## src/rtl/mrsp_pkg.sv

```systemverilog
// Shared types and constants for the special-prime Montgomery reduction core.
package mrsp_pkg;

   localparam int WORD_BITS  = 32;
   localparam int INDEX_BITS = 4;
   localparam int REQ_DATA_BITS = 40;
   localparam int RSP_DATA_BITS = 40;

   // Kind of a request transaction, carried on tuser.
   localparam logic REQ_LOAD    = 1'b0;
   localparam logic REQ_PRODUCT = 1'b1;

   typedef enum logic [3:0] {
      ST_IDLE  = 4'b0001,
      ST_MAC   = 4'b0010,
      ST_DRAIN = 4'b0100,
      ST_FIN   = 4'b1000
   } state_type;

endpackage

```

## src/rtl/mrsp_ram.sv

```systemverilog
// Generic single-write, single-read RAM with a registered read port.
module mrsp_ram #(
   parameter int WIDTH = 32,
   parameter int DEPTH = 14
) (
   input  logic                     clock,
   input  logic                     wr_en,
   input  logic [$clog2(DEPTH)-1:0] wr_addr,
   input  logic [WIDTH-1:0]         wr_data,
   input  logic [$clog2(DEPTH)-1:0] rd_addr,
   output logic [WIDTH-1:0]         rd_data
);

   logic [WIDTH-1:0] mem_ff [DEPTH];
   logic [WIDTH-1:0] rd_data_ff;

   always_ff @(posedge clock) begin
      if (wr_en) begin
         mem_ff[wr_addr] <= wr_data;
      end
      rd_data_ff <= mem_ff[rd_addr];
   end

   assign rd_data = rd_data_ff;

endmodule

```

## src/rtl/montgomery_reduce_special_prime_core.sv

```systemverilog
// Top level: column-order Montgomery reduction for a prime with zero low words in p+1.
//
//   Channel | Direction | Handshake              | Payload
//   req     | in        | req_tvalid/req_tready  | tuser = kind, tdata = index, word
//   rsp     | out       | rsp_tvalid/rsp_tready  | tdata = word, index; tlast = last
//
// A load is written to the table RAM at accept when its index is below WORDS. A product word
// with terms goes through the accept step, one multiply-accumulate per term through the two
// table RAMs and the 32x32 multiplier, the pipeline drain and the retire step of the column.
// A column without terms goes from accept straight to the retire step.
// Reset is synchronous; the table RAMs are not cleared and must be loaded before use.
// A stalled result holds only the retire step of the next result column; until then new requests are taken.
module montgomery_reduce_special_prime_core #(
   parameter int WORDS      = 14,
   parameter int ZERO_WORDS = 6
) (
   input  logic        clock,
   input  logic        reset,
   input  logic        req_tvalid,
   output logic        req_tready,
   input  logic [39:0] req_tdata,   // [3:0] table_index, [35:4] data_word, [39:36] zero
   input  logic        req_tuser,   // [0] req_type
   output logic        rsp_tvalid,
   input  logic        rsp_tready,
   output logic [39:0] rsp_tdata,   // [31:0] result_word, [35:32] result_index, [39:36] zero
   output logic        rsp_tlast
);

   localparam int WB  = mrsp_pkg::WORD_BITS;
   localparam int AW  = $clog2(WORDS);
   localparam int CW  = $clog2(2 * WORDS);
   localparam int HW  = $clog2(WORDS + 2);
   localparam int ZWM = (ZERO_WORDS > 0) ? ZERO_WORDS : 1;

   mrsp_pkg::state_type state_ff, state_in;

   logic [CW-1:0]   column_ff, column_in;
   logic [AW-1:0]   j_ff, j_in;
   logic [AW-1:0]   jhi_ff, jhi_in;
   logic            v1_ff, v2_ff;
   logic [2*WB-1:0] prod_ff;
   logic [WB-1:0]   acc_low_ff, acc_low_in;
   logic [WB-1:0]   acc_mid_ff, acc_mid_in;
   logic [HW-1:0]   acc_high_ff, acc_high_in;

   logic            rsp_valid_ff, rsp_valid_in;
   logic [WB-1:0]   rsp_word_ff;
   logic [mrsp_pkg::INDEX_BITS-1:0] rsp_index_ff;
   logic            rsp_last_ff;

   logic [mrsp_pkg::INDEX_BITS-1:0] req_index;
   logic [WB-1:0]   req_word;
   logic            req_fire, load_fire, prod_fire;
   logic            index_ok;
   logic [CW-1:0]   jlo, jhi_a, jhi, k_addr;
   logic            has_terms;
   logic            is_quot_col, is_last_col, fin_fire;
   logic [WB-1:0]   q_rd, m_rd;
   logic [2*WB-1:0] addend;
   logic [2*WB:0]   sum;

   assign req_index = req_tdata[3:0];
   assign req_word  = req_tdata[35:4];

   assign req_tready = (state_ff == mrsp_pkg::ST_IDLE);
   assign req_fire   = req_tvalid && req_tready;
   assign load_fire  = req_fire && (req_tuser == mrsp_pkg::REQ_LOAD);
   assign prod_fire  = req_fire && (req_tuser == mrsp_pkg::REQ_PRODUCT);
   assign index_ok   = (32'(req_index) < 32'(WORDS));

   // Term range for the current column: j from jlo to jhi, with c-j inside the
   // nonzero part of the table and j below both c and WORDS.
   always_comb begin
      jlo   = (32'(column_ff) >= 32'(WORDS)) ? (column_ff - CW'(WORDS - 1)) : '0;
      jhi_a = column_ff - CW'(ZWM);
      jhi   = (32'(jhi_a) > 32'(WORDS - 1)) ? CW'(WORDS - 1) : jhi_a;
      has_terms = (32'(column_ff) >= 32'(ZWM)) && (jlo <= jhi);
   end

   assign k_addr      = column_ff - CW'(j_ff);
   assign is_quot_col = (32'(column_ff) < 32'(WORDS));
   assign is_last_col = (32'(column_ff) == 32'(2 * WORDS - 1));
   assign fin_fire    = (state_ff == mrsp_pkg::ST_FIN)
                        && (is_quot_col || !rsp_valid_ff || rsp_tready);

   mrsp_ram #(.WIDTH(WB), .DEPTH(WORDS)) u_table_ram (
      .clock   (clock),
      .wr_en   (load_fire && index_ok),
      .wr_addr (AW'(req_index)),
      .wr_data (req_word),
      .rd_addr (AW'(k_addr)),
      .rd_data (m_rd)
   );

   mrsp_ram #(.WIDTH(WB), .DEPTH(WORDS)) u_quot_ram (
      .clock   (clock),
      .wr_en   (fin_fire && is_quot_col),
      .wr_addr (AW'(column_ff)),
      .wr_data (acc_low_ff),
      .rd_addr (j_ff),
      .rd_data (q_rd)
   );

   always_comb begin
      state_in  = state_ff;
      column_in = column_ff;
      j_in      = j_ff;
      jhi_in    = jhi_ff;
      unique case (state_ff)
         mrsp_pkg::ST_IDLE: begin
            if (prod_fire) begin
               j_in   = AW'(jlo);
               jhi_in = AW'(jhi);
               state_in = has_terms ? mrsp_pkg::ST_MAC : mrsp_pkg::ST_FIN;
            end
         end
         mrsp_pkg::ST_MAC: begin
            if (j_ff == jhi_ff) begin
               state_in = mrsp_pkg::ST_DRAIN;
            end else begin
               j_in = j_ff + AW'(1);
            end
         end
         mrsp_pkg::ST_DRAIN: begin
            if (!v1_ff && !v2_ff) begin
               state_in = mrsp_pkg::ST_FIN;
            end
         end
         mrsp_pkg::ST_FIN: begin
            if (fin_fire) begin
               state_in  = mrsp_pkg::ST_IDLE;
               column_in = is_last_col ? '0 : column_ff + CW'(1);
            end
         end
         default: begin
            state_in = mrsp_pkg::ST_IDLE;
         end
      endcase
   end

   // Accumulator: the product word enters at accept, products as they leave the
   // multiplier, and the retire step shifts the three words down by one, or clears them at the last column.
   always_comb begin
      addend = prod_fire ? {{WB{1'b0}}, req_word} : prod_ff;
      sum    = {1'b0, acc_mid_ff, acc_low_ff} + {1'b0, addend};
      acc_low_in  = acc_low_ff;
      acc_mid_in  = acc_mid_ff;
      acc_high_in = acc_high_ff;
      priority if (fin_fire) begin
         if (is_last_col) begin
            acc_low_in  = '0;
            acc_mid_in  = '0;
         end else begin
            acc_low_in  = acc_mid_ff;
            acc_mid_in  = WB'(acc_high_ff);
         end
         acc_high_in = '0;
      end else if (prod_fire || v2_ff) begin
         acc_low_in  = sum[WB-1:0];
         acc_mid_in  = sum[2*WB-1:WB];
         acc_high_in = acc_high_ff + HW'(sum[2*WB]);
      end
   end

   always_comb begin
      rsp_valid_in = rsp_valid_ff && !rsp_tready;
      if (fin_fire && !is_quot_col) begin
         rsp_valid_in = 1'b1;
      end
   end

   always_ff @(posedge clock) begin
      if (reset) begin
         state_ff     <= mrsp_pkg::ST_IDLE;
         column_ff    <= '0;
         v1_ff        <= 1'b0;
         v2_ff        <= 1'b0;
         acc_low_ff   <= '0;
         acc_mid_ff   <= '0;
         acc_high_ff  <= '0;
         rsp_valid_ff <= 1'b0;
      end else begin
         state_ff     <= state_in;
         column_ff    <= column_in;
         v1_ff        <= (state_ff == mrsp_pkg::ST_MAC);
         v2_ff        <= v1_ff;
         acc_low_ff   <= acc_low_in;
         acc_mid_ff   <= acc_mid_in;
         acc_high_ff  <= acc_high_in;
         rsp_valid_ff <= rsp_valid_in;
      end
   end

   always_ff @(posedge clock) begin
      j_ff    <= j_in;
      jhi_ff  <= jhi_in;
      prod_ff <= 64'(q_rd) * 64'(m_rd);
      if (fin_fire && !is_quot_col) begin
         rsp_word_ff  <= acc_low_ff;
         rsp_index_ff <= mrsp_pkg::INDEX_BITS'(column_ff - CW'(WORDS));
         rsp_last_ff  <= is_last_col;
      end
   end

   assign rsp_tvalid = rsp_valid_ff;
   assign rsp_tdata  = {4'd0, rsp_index_ff, rsp_word_ff};
   assign rsp_tlast  = rsp_last_ff;

   a_drained_at_retire: assert property (@(posedge clock) disable iff (reset)
      (state_ff == mrsp_pkg::ST_FIN) |-> (!v1_ff && !v2_ff))
      else $error("retire step reached with products still in flight");

   a_high_bound: assert property (@(posedge clock) disable iff (reset)
      32'(acc_high_ff) <= 32'(WORDS + 1))
      else $error("accumulator top word out of range");

   a_last_clears: assert property (@(posedge clock) disable iff (reset)
      (fin_fire && is_last_col) |=> (column_ff == '0 && acc_low_ff == '0
                                     && acc_mid_ff == '0 && acc_high_ff == '0))
      else $error("state not cleared after the final result word");

   a_rsp_from_retire: assert property (@(posedge clock) disable iff (reset)
      $rose(rsp_valid_ff) |-> $past(state_ff == mrsp_pkg::ST_FIN))
      else $error("result raised outside the retire step");

endmodule

```

## config.mk

```make
export PLATFORM = sky130hd
export DESIGN_NAME = montgomery_reduce_special_prime_core
export DESIGN_NICKNAME = d
export VERILOG_FILES = /design/src/rtl/mrsp_pkg.sv /design/src/rtl/mrsp_ram.sv /design/src/rtl/montgomery_reduce_special_prime_core.sv
export SDC_FILE = /design/constraint.sdc
export NUM_CORES = 2
export LEC_CHECK = 0
export ABC_AREA = 1
export BUFFER_PORTS_ARGS = -buffer_cell sky130_fd_sc_hd__buf_2
export CAP_MARGIN = 20
export CORE_AREA = 2 2 501 503
export DETAILED_ROUTE_END_ITERATION = 16
export DIE_AREA = 0 0 503 505
export GPL_ROUTABILITY_DRIVEN = 0
export PLACE_DENSITY = 0.51
export RECOVER_POWER = 25
export REMOVE_ABC_BUFFERS = 1
export SYNTH_ARGS = -nofsm -noshare
export SYNTH_HDL_FRONTEND = slang
export SYNTH_HIERARCHICAL = 1
export SYNTH_SLANG_ARGS = --single-unit
```

## constraint.sdc

```tcl
create_clock -name clock -period 7.21 [get_ports clock]
set_input_delay 1.442 -clock clock [delete_from_list [all_inputs] [get_ports clock]]
set_output_delay 1.442 -clock clock [all_outputs]
set_load 0.05 [all_outputs]
```

### Word level (Yosys, flattened, before mapping)

Memories as Yosys holds them, arrays and structs flattened. A register that Yosys moved wholly into a read port is not among the register bits.
Index checks and enable logic that the tools add are counted.

* $add $sub $neg: 8
* $mul: 1
* order comparisons: 6
* eq/ne operators: 11
* muxes and demuxes: 24
* bitwise logic cells: 1
* reduce and logical (&&, ||, !) cells: 25

Operator list (count)
* $mux W32: 5
* $add A64 B64 Y65: 1
* $mul A32 B32 Y64: 1
* $mux W64: 1
* $mux W4: 8
* $pmux W4 S4: 1
* $mux W5: 3
* $logic_and A1 B1 Y1: 10
* $ne A2 B2 Y1 const B: 4
* $pmux W4 S2: 1
* $add A5 B1 Y5 const B: 1
* $eq A5 B5 Y1 const B: 1
* $ge A5 B3 Y1 const B: 1
* $ge A5 B4 Y1 const B: 1
* $gt A5 B4 Y1 const B: 1
* $le A5 B5 Y1: 1
* $logic_not A1 Y1: 5
* $lt A5 B4 Y1 const B: 1
* $mux W1: 5
* $sub A5 B3 Y5 const B: 1
* $sub A5 B4 Y5 const B: 1
* $add A4 B1 Y4: 1
* $add A4 B1 Y4 const B: 1
* $eq A4 B1 Y1 const B: 1
* 15 further kinds: 19

* bits in registers: 189
* memory bits (writable): 896
* input port bits: 45
* output and inout bits: 43
* memories kept: 2

Memory list
* u_quot_ram.mem_ff: depth 14, width 32, read ports 1, clocked after memory_dff 1, wr ports 1, RTL line mrsp_ram.sv:14 `logic [WIDTH-1:0] mem_ff [DEPTH];`
* u_table_ram.mem_ff: depth 14, width 32, read ports 1, clocked after memory_dff 1, wr ports 1, RTL line mrsp_ram.sv:14

### Longest topological paths before layout

* word-level depth: 8
* gate-level depth with buffers: 30
* mapped depth without buffers: 29

### Hierarchy

The synthesis kept the hierarchy.

Modules (own cells, without submodules)
* montgomery_reduce_special_prime_core: times used 1, cells each 6730, area an instance 47928.5 sq um, sequential area each 4234.1 sq um
* mrsp_ram: times used 2, cells each 1739, area an instance 19392.3 sq um, sequential area each 14093.5 sq um

### Worst setup path before layout

Ideal clock, no wire load.

* path kind: flip-flop to flip-flop
* start: reg u_quot_ram.rd_data_ff[16], in the netlist u_quot_ram/rd_data[16], read port of u_quot_ram.mem_ff
* end: reg prod_ff[62]
* arrival: 6.115 ns
* slack: 0.983 ns
* cell stages (with the launch flop): 26
* buffers on the path: 1
* cell sequence: dfxtp_1 > clkbuf_1 > nand2_1 > inv_1 > fa_1 > fa_1 > inv_1 > fa_1 > fa_1 > inv_1 > fa_1 > fa_1 > fa_1 > inv_1 > fa_1 > inv_1 > ha_1 > a21oi_1 > o21ai_0 > a21oi_1 > a21boi_0 > o21ai_2 > nand3_1 > nand2_1 > nand2_1 > nand2_1

* longest elaborated chain between the ends: 1

Ends and longest elaborated chain
* from (decl): RTL line mrsp_ram.sv:15 `logic [WIDTH-1:0] rd_data_ff;`
* $mul A32 B32 Y64: RTL line montgomery_reduce_special_prime_core.sv:197 `prod_ff <= 64'(q_rd) * 64'(m_rd);`
* to (signal assigned): RTL line montgomery_reduce_special_prime_core.sv:197
* to (decl): RTL line montgomery_reduce_special_prime_core.sv:41 `logic [2*WB-1:0] prod_ff;`

Every way passes these cells.
A chain may end at the register's enable or synchronous reset.

### Worst setup path in the final report

* start: reg u_quot_ram.rd_data_ff[9], in the netlist u_quot_ram/rd_data[9], read port of u_quot_ram.mem_ff
* end: reg prod_ff[37]

The elaborated chain is that of the path after synthesis.

==> metrics.cfg <==
[run_status]
status=finished, final reports clean

[place]
port_buffers=79
post-place-ws_ns=0.1896
dpl.hpwl_mm=182.1

[synth]
synth_edf_count=941
ys_async_sr_fraction=0
ys_types=53
synth.most_common_cell=nand2_1
syn-cell-area_mm2=0.08671
yosys-top-cells-count=nand2_1, inv_1, edfxtp_1
synth.area.top_cells=edfxtp_1, fa_1, nand2_1, inv_1, ha_1
syn_avg_cell_area_um2=8.495
ys_seq_elements=1149
syn_inst=10210
yosys.area.top_type=edfxtp_1
synth.top_cell.area_share=0.3259
seq_area_frac_synth=0.3739
yosysWarnings=6
synth_ff_type=edfxtp_1

[clocking]
clkTransAtPathRegs_ns=0.06
cts_tree=built
numCtsBuffers=118
hold_buffers=0
cts_root_buffer=clkbuf_16
htreeDepth=3
cts_sinks=1149
clk_path_buf_depth=3
insertion_delay_ns=0.79

[route]
drc=0
dr.pass1.iters=7
wl_per_cell_um=19.18
drt_iter0_markers=5267
vias_per_cell=4.762
ant_nets=0
finalWirelength_mm=261.6
vias=64940

[floorplanning]
num_rows=183
initial_core_util=0.3494
core_area_mm2=0.2482
die_area_mm2=0.2540
dieWidth_um=503
io_pins=88
die_h_um=505

[finish]
utilization=0.3858
layout-drive-gt1-share=0.05212
areaGrowthSynthToFinish_pct=10.42
num-fill-cells=25170
nNetsFinal=11490

[worst_hold_path]
hp-start=acc_high_ff[3]
holdPathEnd=acc_high_ff[3]
holdPathStages=2
hold_path.class=register to register

[worst_setup_path]
crit_buf_inv=4
critPathTopFamily=adder cells
r2r-end=prod_ff[37]
path_class=register to register
max_stage_delay_ns=0.57
path_cells=buf_12 > buf_4 > nand2_1 > fa_1 > inv_1 > fa_1 > fa_1 > fa_1 > fa_1 > fa_1 > fa_1 > fa_1 > ha_1 > a21oi_1 > o21ai_0 > buf_4 > a21oi_1 > nand2_1 > a21oi_1 > nand2_1 > xor2_1
required_ns=7.85
crit_path_top_delay_cell=fa_1
end_kind=register
reg2reg_slack_ns=0.19
regToRegStartpoint=u_quot_ram/rd_data[9]
worstPathArrival_ns=7.66
crit_top_cell=fa_1
critical_path.max_fanout=19
startpoint=u_quot_ram/rd_data[9]
critPathLaunchType=register
r2r_cells=21

[sta]
fmax_mhz=142.4
fin_crit_sh=0.9741
hold_viol=0
finalClockSkew_ns=0.06939
final-max-slew-violation-count=0
worst_pin_slew_ns=1.066
slew_headroom=0.2894
setup_viol=0
rsz0062_at_grt=no
min_period_ns=7.024
setup_ws_ns=0.1864

[global_route]
grt_pass1_vias=65280
grt_overflow=0
grt_max_degree=179
grt_first_pass_wirelength_mm=398.1
track_usage=0.2052
antenna_found_initial=13

[job]
maxCapViolations=0

## per-layer routing
layer  vias to the layer above  share of wire  global-route usage
li1                      30660              -                   -
met1                     32130           0.45              0.2868
met2                      1794           0.46              0.3349
met3                       337          0.056             0.02421
met4                        18          0.031             0.05727
met5                         -        0.00046                   0
## cell families (layout without fill, tap and decap cells)
family                   count (synthesis)  after routing  synth area share
AO/OA/AOI/OAI                          527            527           0.03261
AND/OR/NAND/NOR                       4423           4423            0.2038
flip-flops                            1149           1149            0.3739
buffers and inverters                 2808           2901            0.1269
other                                    2              9        0.00008661
adder cells (fa/ha/maj)               1242           1242            0.2570
XOR/XNOR                                57             57          0.005757
## metrics by stage
stage	cells	hold WS, ns	TNS, ns	area (um2)
6_report	13640	0.4761	0	95750
5_1_grt	13630	0.4963	0	95740
4_1_cts	13620	0.4742	0	95320
3_5_place_dp	13400	0.4304	0	91580
3_3_place_gp	13400	0.4373	0	91580
2_1_floorplan	9796	0.4098	-40.52	84710
## state kept, by name (all words and copies together), names as in the netlist
signal and count:
u_table_ram/rd_data 32, j_ff 4, u_quot_ram/mem_ff 448, jhi_ff 4, v2_ff 1, rsp_index_ff 4
rsp_tlast 1, prod_ff 64, state_ff 4, acc_high_ff 4, rsp_tvalid 1, rsp_word_ff 32
u_quot_ram/rd_data 32, u_table_ram/mem_ff 448, column_ff 5, v1_ff 1, acc_low_ff 32, acc_mid_ff 32
## what timing repair did
action | CTS | global route
endpoints found under the setup margin | 0 | 32
setup buffers | 0 | 10
gates resized for setup | 0 | 50
endpoints found under the hold margin | 0 | 0
## tightest hold or removal path, stage by stage, from the launching register on
cell,delay [ns]
dfxtp_1,0.32
nand2_1,0.06
a21oi_1,0.05
## worst max-delay path by stage
stage | end | depth (start not counted)
final | prod_ff[37] | 21
after global routing | prod_ff[62] | 24
after CTS | prod_ff[50] | 23
after detailed placement | prod_ff[50] | 23
after global placement | prod_ff[50] | 23
after floorplan | u_table_ram/rd_data[11] | 9
## placed cells by master (no fill, tap or decap), drive strengths merged
| master | count |
|---|---|
| buf | 248 |
| a21o | 5 |
| dfxtp | 208 |
| nand2 | 3400 |
| edfxtp | 941 |
| o21bai | 15 |
| nor4 | 5 |
| nand4 | 19 |
| nor2 | 314 |
| or2 | 9 |
| nor3 | 24 |
| a311oi | 1 |
| and3 | 3 |
| and2 | 5 |
| inv | 2394 |
| clkbuf | 211 |
| diode | 4 |
| xor2 | 46 |
| a211oi | 7 |
| o21a | 4 |
| clkinvlp | 5 |
| o311ai | 1 |
| a21oi | 296 |
| a31oi | 29 |
| ha | 344 |
| clkinv | 40 |
| xnor2 | 11 |
| nand3b | 9 |
| nand3 | 634 |
| o221ai | 1 |
| o211ai | 4 |
| nor3b | 1 |
| a21boi | 6 |
| conb | 5 |
| bufinv | 3 |
| o21ai | 158 |
| fa | 898 |
## cell type report
class                   instances  area, um2  share of cell area
well taps                    3330       4167             0.04351
flip-flops and latches       1149      32450              0.3389
clock buffers                 173       3231             0.03374
clock inverters                49      503.0            0.005253
diodes                          4      10.01           0.0001045
inverters                    2393       9007             0.09407
multi-input cells            6254      43620              0.4556
repair buffers                286       2759             0.02881
Power is not shown: default switching activity piles up to over one toggle a cycle in this logic, so the estimate is an artifact.
